--- src/hw/rtl/far_pkg.sv ---
// ----------------------------------------------------------------------------
// far_pkg
// Shared widths, operation codes and payload types of the fraction unit.
// ----------------------------------------------------------------------------
package far_pkg;

   localparam int OPERAND_WIDTH = 16;
   localparam int PROD_WIDTH    = 2 * OPERAND_WIDTH;
   localparam int MAG_WIDTH     = PROD_WIDTH + 1;
   localparam int RES_NUM_WIDTH = 33;
   localparam int RES_DEN_WIDTH = 31;
   localparam int CNT_WIDTH     = $clog2(MAG_WIDTH + 1);

   localparam logic [1:0] OP_ADD = 2'd0;
   localparam logic [1:0] OP_SUB = 2'd1;
   localparam logic [1:0] OP_MUL = 2'd2;
   localparam logic [1:0] OP_DIV = 2'd3;

   typedef struct packed {
      logic [1:0]                      op;
      logic signed [OPERAND_WIDTH-1:0] num_a;
      logic signed [OPERAND_WIDTH-1:0] den_a;
      logic signed [OPERAND_WIDTH-1:0] num_b;
      logic signed [OPERAND_WIDTH-1:0] den_b;
   } req_type;

   typedef struct packed {
      logic signed [RES_NUM_WIDTH-1:0] res_num;
      logic [RES_DEN_WIDTH-1:0]        res_den;
      logic                            status;
   } rsp_type;

   // raw fraction handed from front to back
   typedef struct packed {
      logic                 neg;
      logic                 zero_den;
      logic [MAG_WIDTH-1:0] num_mag;
      logic [MAG_WIDTH-1:0] den_mag;
   } raw_type;

endpackage

--- src/hw/rtl/far_stream_if.sv ---
// ----------------------------------------------------------------------------
// far_stream_if
// Valid/ready channel carrying one payload word.
// ----------------------------------------------------------------------------
interface far_req_if (input logic clock);
   logic              valid;
   logic              ready;
   far_pkg::req_type  data;
   modport source (output valid, output data, input ready);
   modport sink (input valid, input data, output ready);
endinterface

interface far_rsp_if (input logic clock);
   logic              valid;
   logic              ready;
   far_pkg::rsp_type  data;
   modport source (output valid, output data, input ready);
   modport sink (input valid, input data, output ready);
endinterface

--- src/hw/rtl/fraction_arith_reduce_unit.sv ---
// ----------------------------------------------------------------------------
// fraction_arith_reduce_unit
// Rational add/sub/mul/div with reduction to lowest terms.
// path: front registers s0 and s1, the two-entry queue, then the gcd and divide states
// the serial reduce engine takes a new word only when idle, after its last result is taken
// zero numerators and zero denominators skip the gcd and divide states
// reset: synchronous, active high, clears all valid and state registers
// ----------------------------------------------------------------------------
module fraction_arith_reduce_unit (
   input logic      clock,
   input logic      reset,
   far_req_if.sink   req,
   far_rsp_if.source rsp
);
   logic             f_valid, f_ready, q_valid, q_ready;
   far_pkg::raw_type f_data, q_data;

   // front: products and sign
   far_front u_front (
      .clock, .reset,
      .in_valid(req.valid), .in_ready(req.ready), .in_data(req.data),
      .out_valid(f_valid), .out_ready(f_ready), .out_data(f_data)
   );

   // decoupling queue
   far_queue u_queue (
      .clock, .reset,
      .in_valid(f_valid), .in_ready(f_ready), .in_data(f_data),
      .out_valid(q_valid), .out_ready(q_ready), .out_data(q_data)
   );

   // back: gcd and reduce
   far_back u_back (
      .clock, .reset,
      .in_valid(q_valid), .in_ready(q_ready), .in_data(q_data),
      .out_valid(rsp.valid), .out_ready(rsp.ready), .out_data(rsp.data)
   );
endmodule

--- src/hw/rtl/far_front.sv ---
// ----------------------------------------------------------------------------
// far_front
// Forms raw numerator/denominator magnitudes and sign, three products a cycle unless the output stalls.
// ----------------------------------------------------------------------------
module far_front (
   input  logic                  clock,
   input  logic                  reset,
   input  logic                  in_valid,
   output logic                  in_ready,
   input  far_pkg::req_type      in_data,
   output logic                  out_valid,
   input  logic                  out_ready,
   output far_pkg::raw_type      out_data
);
   localparam int W = far_pkg::OPERAND_WIDTH;
   localparam int P = far_pkg::PROD_WIDTH;
   localparam int M = far_pkg::MAG_WIDTH;

   // stage 0: operand word, stage 1: products
   logic             s0_valid_ff, s0_valid_in;
   far_pkg::req_type s0_ff;
   logic             s1_valid_ff, s1_valid_in;
   logic [1:0]       s1_op_ff;
   logic signed [P-1:0] p0_ff, p1_ff, p2_ff;

   logic s1_take, s0_take;
   assign s1_take  = s1_valid_ff && out_ready;
   assign s0_take  = s0_valid_ff && (!s1_valid_ff || s1_take);
   assign in_ready = !s0_valid_ff || s0_take;

   always_comb begin
      s0_valid_in = s0_valid_ff;
      if (s0_take) s0_valid_in = 1'b0;
      if (in_valid && in_ready) s0_valid_in = 1'b1;
      s1_valid_in = s1_valid_ff;
      if (s1_take) s1_valid_in = 1'b0;
      if (s0_take) s1_valid_in = 1'b1;
   end

   // product selection by operation
   logic signed [W-1:0] x0, y0, x1, y1, x2, y2;
   always_comb begin
      x0 = s0_ff.num_a; y0 = s0_ff.den_b;
      x1 = s0_ff.num_b; y1 = s0_ff.den_a;
      x2 = s0_ff.den_a; y2 = s0_ff.den_b;
      unique case (s0_ff.op)
         far_pkg::OP_ADD, far_pkg::OP_SUB: ;
         far_pkg::OP_MUL: begin
            y0 = s0_ff.num_b;
         end
         default: begin
            y2 = s0_ff.num_b;
         end
      endcase
   end

   always_ff @(posedge clock) begin
      if (reset) begin
         s0_valid_ff <= 1'b0;
         s1_valid_ff <= 1'b0;
      end else begin
         s0_valid_ff <= s0_valid_in;
         s1_valid_ff <= s1_valid_in;
      end
      if (in_valid && in_ready) s0_ff <= in_data;
      if (s0_take) begin
         s1_op_ff <= s0_ff.op;
         p0_ff    <= P'(x0) * P'(y0);
         p1_ff    <= P'(x1) * P'(y1);
         p2_ff    <= P'(x2) * P'(y2);
      end
   end

   // sum and magnitudes
   logic signed [M-1:0] rn, rd, p1e;
   always_comb begin
      p1e = M'(p1_ff);
      if (s1_op_ff == far_pkg::OP_ADD)      rn = M'(p0_ff) + p1e;
      else if (s1_op_ff == far_pkg::OP_SUB) rn = M'(p0_ff) - p1e;
      else                                  rn = M'(p0_ff);
      rd = M'(p2_ff);
      out_data.num_mag  = rn[M-1] ? M'(-rn) : rn;
      out_data.den_mag  = rd[M-1] ? M'(-rd) : rd;
      out_data.neg      = rn[M-1] ^ rd[M-1];
      out_data.zero_den = (rd == '0);
   end
   assign out_valid = s1_valid_ff;
endmodule

--- src/hw/rtl/far_queue.sv ---
// ----------------------------------------------------------------------------
// far_queue
// Two-entry queue decoupling the front from the reduce engine.
// ----------------------------------------------------------------------------
module far_queue (
   input  logic              clock,
   input  logic              reset,
   input  logic              in_valid,
   output logic              in_ready,
   input  far_pkg::raw_type  in_data,
   output logic              out_valid,
   input  logic              out_ready,
   output far_pkg::raw_type  out_data
);
   far_pkg::raw_type mem_ff [2];
   logic       wp_ff, rp_ff;
   logic [1:0] cnt_ff;
   logic       push, pop;

   assign in_ready  = (cnt_ff != 2'd2);
   assign out_valid = (cnt_ff != 2'd0);
   assign push      = in_valid && in_ready;
   assign pop       = out_valid && out_ready;
   assign out_data  = mem_ff[rp_ff];

   always_ff @(posedge clock) begin
      if (reset) begin
         wp_ff  <= 1'b0;
         rp_ff  <= 1'b0;
         cnt_ff <= 2'd0;
      end else begin
         if (push) wp_ff <= ~wp_ff;
         if (pop)  rp_ff <= ~rp_ff;
         cnt_ff <= cnt_ff + {1'b0, push} - {1'b0, pop};
      end
      if (push) mem_ff[wp_ff] <= in_data;
   end
endmodule

--- src/hw/rtl/far_back.sv ---
// ----------------------------------------------------------------------------
// far_back
// Binary gcd of the magnitudes, then two restoring divisions by the gcd.
// ----------------------------------------------------------------------------
module far_back (
   input  logic              clock,
   input  logic              reset,
   input  logic              in_valid,
   output logic              in_ready,
   input  far_pkg::raw_type  in_data,
   output logic              out_valid,
   input  logic              out_ready,
   output far_pkg::rsp_type  out_data
);
   localparam int M = far_pkg::MAG_WIDTH;
   localparam int C = far_pkg::CNT_WIDTH;

   localparam logic [2:0] ST_IDLE = 3'd0;
   localparam logic [2:0] ST_GCD  = 3'd1;
   localparam logic [2:0] ST_DIV  = 3'd2;
   localparam logic [2:0] ST_OUT  = 3'd3;
   localparam logic [2:0] ST_PACK = 3'd4;

   logic [2:0]   state_ff;
   logic [M-1:0] n_ff, d_ff;        // original magnitudes
   logic [M-1:0] x_ff, y_ff;        // gcd working pair
   logic [C-1:0] sh_ff;             // common power of two
   logic [M-1:0] g_ff;
   logic [M-1:0] qn_ff, qd_ff, rn_ff, rd_ff;
   logic [C-1:0] cnt_ff;
   logic         neg_ff;
   far_pkg::rsp_type res_ff;

   assign in_ready  = (state_ff == ST_IDLE) && !(out_valid && !out_ready);
   assign out_valid = (state_ff == ST_OUT);
   assign out_data  = res_ff;

   // one binary gcd step and one restoring divide step
   logic [M-1:0] dx, dy, rnt, rdt;
   logic [M:0]   rns, rds;
   always_comb begin
      dx = (x_ff > y_ff) ? x_ff - y_ff : y_ff - x_ff;
      dy = (x_ff > y_ff) ? y_ff : x_ff;
      rnt = {rn_ff[M-2:0], qn_ff[M-1]};
      rdt = {rd_ff[M-2:0], qd_ff[M-1]};
      rns = {1'b0, rnt} - {1'b0, g_ff};
      rds = {1'b0, rdt} - {1'b0, g_ff};
   end

   // numerator quotient, negated when the result is negative
   logic [M-1:0] nq;
   assign nq = neg_ff ? M'(-qn_ff) : qn_ff;

   always_ff @(posedge clock) begin
      if (reset) begin
         state_ff <= ST_IDLE;
      end else begin
         unique case (state_ff)
            ST_IDLE: if (in_valid) begin
               n_ff   <= in_data.num_mag;
               d_ff   <= in_data.den_mag;
               x_ff   <= in_data.num_mag;
               y_ff   <= in_data.den_mag;
               sh_ff  <= '0;
               neg_ff <= in_data.neg;
               if (in_data.zero_den || in_data.num_mag == '0) begin
                  res_ff.res_num <= '0;
                  res_ff.res_den <= far_pkg::RES_DEN_WIDTH'(1);
                  res_ff.status  <= in_data.zero_den;
                  state_ff <= ST_OUT;
               end else begin
                  state_ff <= ST_GCD;
               end
            end
            ST_GCD: begin
               if (x_ff == y_ff) begin
                  g_ff   <= x_ff << sh_ff;
                  qn_ff  <= n_ff;
                  qd_ff  <= d_ff;
                  rn_ff  <= '0;
                  rd_ff  <= '0;
                  cnt_ff <= '0;
                  state_ff <= ST_DIV;
               end else if (!x_ff[0] && !y_ff[0]) begin
                  x_ff <= x_ff >> 1; y_ff <= y_ff >> 1; sh_ff <= sh_ff + 1'b1;
               end else if (!x_ff[0]) begin
                  x_ff <= x_ff >> 1;
               end else if (!y_ff[0]) begin
                  y_ff <= y_ff >> 1;
               end else begin
                  x_ff <= dx >> 1; y_ff <= dy;
               end
            end
            ST_DIV: begin
               qn_ff <= {qn_ff[M-2:0], !rns[M]};
               qd_ff <= {qd_ff[M-2:0], !rds[M]};
               rn_ff <= rns[M] ? rnt : rns[M-1:0];
               rd_ff <= rds[M] ? rdt : rds[M-1:0];
               cnt_ff <= cnt_ff + 1'b1;
               if (cnt_ff == C'(M - 1)) state_ff <= ST_PACK;
            end
            ST_PACK: begin
               res_ff.res_num <= far_pkg::RES_NUM_WIDTH'(nq);
               res_ff.res_den <= far_pkg::RES_DEN_WIDTH'(qd_ff);
               res_ff.status  <= 1'b0;
               state_ff <= ST_OUT;
            end
            ST_OUT: if (out_ready) state_ff <= ST_IDLE;
            default: state_ff <= ST_IDLE;
         endcase
      end
   end
endmodule

--- src/flat_wrapper.sv ---
// flat-port wrapper written by rule: the top's interface ports become plain ports
module fraction_arith_reduce_unit_flat 
  (clock, reset, req_valid, req_data, req_ready, rsp_valid, rsp_data, rsp_ready);
  far_req_if req_i (.clock(clock));
  far_rsp_if rsp_i (.clock(clock));
  input logic clock;
  input logic reset;
  input wire logic [$bits(req_i.valid)-1:0] req_valid;
  input wire logic [$bits(req_i.data)-1:0] req_data;
  output wire logic [$bits(req_i.ready)-1:0] req_ready;
  output wire logic [$bits(rsp_i.valid)-1:0] rsp_valid;
  output wire logic [$bits(rsp_i.data)-1:0] rsp_data;
  input wire logic [$bits(rsp_i.ready)-1:0] rsp_ready;
  assign req_i.valid = req_valid;
  assign req_i.data = req_data;
  assign req_ready = req_i.ready;
  assign rsp_valid = rsp_i.valid;
  assign rsp_data = rsp_i.data;
  assign rsp_i.ready = rsp_ready;
  fraction_arith_reduce_unit u_core (.clock(clock), .reset(reset), .req(req_i), .rsp(rsp_i));
endmodule
--- config.mk ---
export PLATFORM = sky130hd
export DESIGN_NAME = fraction_arith_reduce_unit_flat
export DESIGN_NICKNAME = d
export VERILOG_FILES = /design/src/hw/rtl/far_pkg.sv /design/src/hw/rtl/far_stream_if.sv /design/src/hw/rtl/fraction_arith_reduce_unit.sv /design/src/hw/rtl/far_front.sv /design/src/hw/rtl/far_queue.sv /design/src/hw/rtl/far_back.sv /design/src/flat_wrapper.sv
export SDC_FILE = /design/constraint.sdc
export NUM_CORES = 2
export LEC_CHECK = 0
export CORE_MARGIN = 2
export CORE_UTILIZATION = 48
export CTS_BUF_LIST = sky130_fd_sc_hd__clkbuf_16
export DETAILED_ROUTE_END_ITERATION = 7
export DONT_BUFFER_PORTS = 1
export PLACE_DENSITY = 0.65
export RECOVER_POWER = 50
export SLEW_MARGIN = 30
export SYNTH_ARGS = -nofsm -noshare
export SYNTH_HDL_FRONTEND = slang
export SYNTH_SLANG_ARGS = --single-unit
--- constraint.sdc ---
create_clock -name clock -period 9.8 [get_ports clock]
set_input_delay 0.49 -clock clock [delete_from_list [all_inputs] [get_ports clock]]
set_output_delay 0.49 -clock clock [all_outputs]
set_load 0.1 [all_outputs]
==> flow_summary.ini <==
[status]
status = complete, but fails checks
violations = capacitance limit, slew limit

[drt]
route.vias.total = 49420
drt_iter0_drc = 3617
via_per_inst = 5.529
wl_um = 179400
wire_per_inst_um = 20.07
drc_errors = 0
firstDrtPassIters = 5
final_antenna_net_count = 0

[logic_synthesis]
ys_seq_area_frac = 0.2951
syn_inst = 7037
ys.warnings.count = 0
synth_flop_cell = edfxtp_1
ys_ff_latch = 683
yosysTopAreaCellShare = 0.2922
synth_top_cells_by_area = edfxtp_1, fa_1, ha_1
synth_common_cells = inv_1, nand2_1, fa_1
synth_edf_count = 673
yosysMostFrequentCell = inv_1
netlist_area_sq_mm = 0.06917
yosys.area.top_type = edfxtp_1
avgSynthCellArea_sq_um = 9.830
synth.distinct_cells = 92
async_reset_ff_frac = 0

[cells_and_area]
final.fill_count = 12950
syn_to_final_growth_pct = 7.820
nets = 8278
drive_gt1_frac = 0.04324

[global_routing]
antenna_found_initial = 6
grt_pass1_vias = 50870
overflow = 0
grt_pass1_wl_um = 286500
grtUsageTotal = 0.2473
grt_max_degree = 80

[die]
ios = 137
initial_core_util = 0.4827
die_x_um = 383.6
core_sq_mm = 0.1433
die_h_um = 383.6
dieArea_sq_mm = 0.1472
row_count = 139

[cts]
cts_setup_buffers = 0
holdBufCountCts = 68
ctsResizeCount = 0
clk_pin_slew_ps = 80
clock_sinks = 683
cts_buffers = 83
cts_max_level = 3
root_buffer = clkbuf_16
clock_latency_ps = 720
cts_tree = done
cts.path.max_buffers = 3

[timing]
post-route-period-util = 0.8711
fin_skew_ps = 56.53
finalHoldViolations = 0
drv_slew = 793
slew_headroom = -2.031
setup_viol = 0
worst_slew_pin_slew_ps = 4547
rsz0062_at_grt = no
tns_ps = 0
period_minus_slack_ps = 8537
fmax_mhz = 117.1

[setup_path]
crit_arrival_ps = 8990
worstReg2RegEnd = u_core.u_front.p0_ff[30]
crit_required_ps = 10260
r2r_cells = 25
rrSetupSlack_ps = 1260
startpoint_type = flip-flop
critPathCaptureType = flip-flop
crit_type = reg2reg
timing.rr.start = u_core.u_front.s0_ff[64]
crit_fanout = 16

[hold_path]
hp-class = in2reg
hp-start = rsp_ready
hold_depth = 3
hold-path-endpoint = u_core.u_back.state_ff[1]

[place]
portBuffers = 0
gp_congestion = 0.9290
dp_hpwl_um = 138100

[flow_run]
drv_cap = 16
==> worst max-delay path, cell delays in order, from the launching register on <==
cell	delay, ps
edfxtp_1	400
nand2b_1	770
mux2_1	830
nand2_1	220
inv_1	100
fa_1	760
fa_1	510
fa_1	440
fa_1	520
fa_1	540
inv_1	50
fa_1	470
inv_1	40
ha_1	340
and2_1	180
o21ai_0	270
nand2b_1	110
a21oi_1	160
o21bai_1	70
a21o_1	170
a221o_1	370
a31oi_1	260
a21bo_2	270
a21o_1	170
a21oi_1	160
xnor2_1	70
==> sequential cells by signal, summed over array words and instances, names as in the netlist, 3 cells and up, named ones only <==
name and flops:
u_core.u_back.cnt_ff 6, u_core.u_back.d_ff 33, u_core.u_back.g_ff 33, u_core.u_back.n_ff 33, u_core.u_back.out_data 65, u_core.u_back.qd_ff 33, u_core.u_back.qn_ff 33, u_core.u_back.rd_ff 32
u_core.u_back.rn_ff 32, u_core.u_back.sh_ff 6, u_core.u_back.state_ff 3, u_core.u_back.x_ff 33, u_core.u_back.y_ff 33, u_core.u_front.p0_ff 32, u_core.u_front.p1_ff 32, u_core.u_front.p2_ff 32
u_core.u_front.s0_ff 18, u_core.u_front.x0 16, u_core.u_front.x1 16, u_core.u_front.x2 16, u_core.u_queue.mem_ff 136
==> final cells by class <==
| type | instances | area (sq um) | area share |
|---|---|---|---|
| tap | 1903 | 2381 | 0.03193 |
| timing repair buffer | 149 | 1245 | 0.01669 |
| inverter | 1136 | 4264 | 0.05717 |
| clock buffer | 84 | 2102 | 0.02818 |
| multi-input combinational | 4911 | 43410 | 0.5821 |
| sequential | 683 | 20410 | 0.2737 |
| clock inverter | 67 | 752.0 | 0.01008 |
| antenna | 6 | 15.01 | 0.0002013 |
==> placed cells by master (no fill, tap or decap), types with 22 or more instances in the layout <==
master         count
inv_1           1144
nand2_1          856
fa_1             792
edfxtp_1         673
ha_1             452
nor2_1           418
a21oi_1          299
and2_1           224
xnor2_1          217
o21ai_0          182
nor2b_1          175
a21o_1           111
xor2_1            92
mux2i_1           91
nand3_1           89
clkbuf_16         84
dlygate4sd3_1     68
a31oi_1           65
nand2b_1          64
nor3_1            63
and3_1            61
buf_4             59
o21bai_1          51
mux2_1            47
a211oi_1          46
o31ai_1           46
mux2_2            35
nand4_1           33
or3_1             33
a221oi_1          30
o21a_1            28
o211ai_1          22
==> kinds of logic after synthesis <==
logic type                 count (synthesis)  share of synthesized area
and+or+nand+nor                         2121                     0.1447
xor gates and xnor gates                 309                    0.03913
buffers and inverters                   1444                    0.07881
muxes                                    190                    0.03205
other                                      1                 0.00005421
adders and majority gates               1244                     0.3110
AOI/OAI and AO/OA                       1045                    0.09925
DFF                                      683                     0.2951
==> routing by layer <==
layer	wire [um]	up-vias	part of all wire	global-route usage
li1	-	22990	-	-
met1	78690	24580	0.44	0.3415
met2	83640	1534	0.47	0.4021
met3	11100	318	0.062	0.03691
met4	5925	6	0.033	0.07778
met5	44	-	0.00025	0
==> metrics by stage <==
| step | instances | worst slack (ps) | cell area, sq um | util | hold slack (ps) |
|---|---|---|---|---|---|
| 2_1_floorplan | 7038 | 464.4 | 69180 | - | 441.0 |
| 3_3_place_gp | 8709 | 1695 | 71050 | 0.4958 | 448.8 |
| 3_5_place_dp | 8712 | 1763 | 71140 | 0.4964 | 472.1 |
| 4_1_cts | 8931 | 1730 | 74670 | 0.5211 | 67.24 |
| 5_1_grt | 8936 | 823.3 | 74570 | 0.5204 | 106.8 |
| 6_report | 8939 | 1263 | 74580 | 0.5204 | 108.5 |
==> worst max path at each step <==
stage	start	to	slack, ps	cells past startpoint
after floorplan	u_core.u_back.x_ff[15]	u_core.u_back.cnt_ff[0]	460	7
after global placement	u_core.u_front.s0_ff[64]	u_core.u_front.p0_ff[30]	1700	25
after detailed placement	u_core.u_front.s0_ff[65]	u_core.u_front.p2_ff[31]	1760	24
after CTS	u_core.u_front.s0_ff[65]	u_core.u_front.p2_ff[31]	1730	24
after global routing	u_core.u_front.s0_ff[64]	u_core.u_front.p0_ff[30]	820	25
final	u_core.u_front.s0_ff[64]	u_core.u_front.p0_ff[30]	1260	25
Power is not shown: default switching activity piles up to over one toggle a cycle in this logic, so the estimate is an artifact.
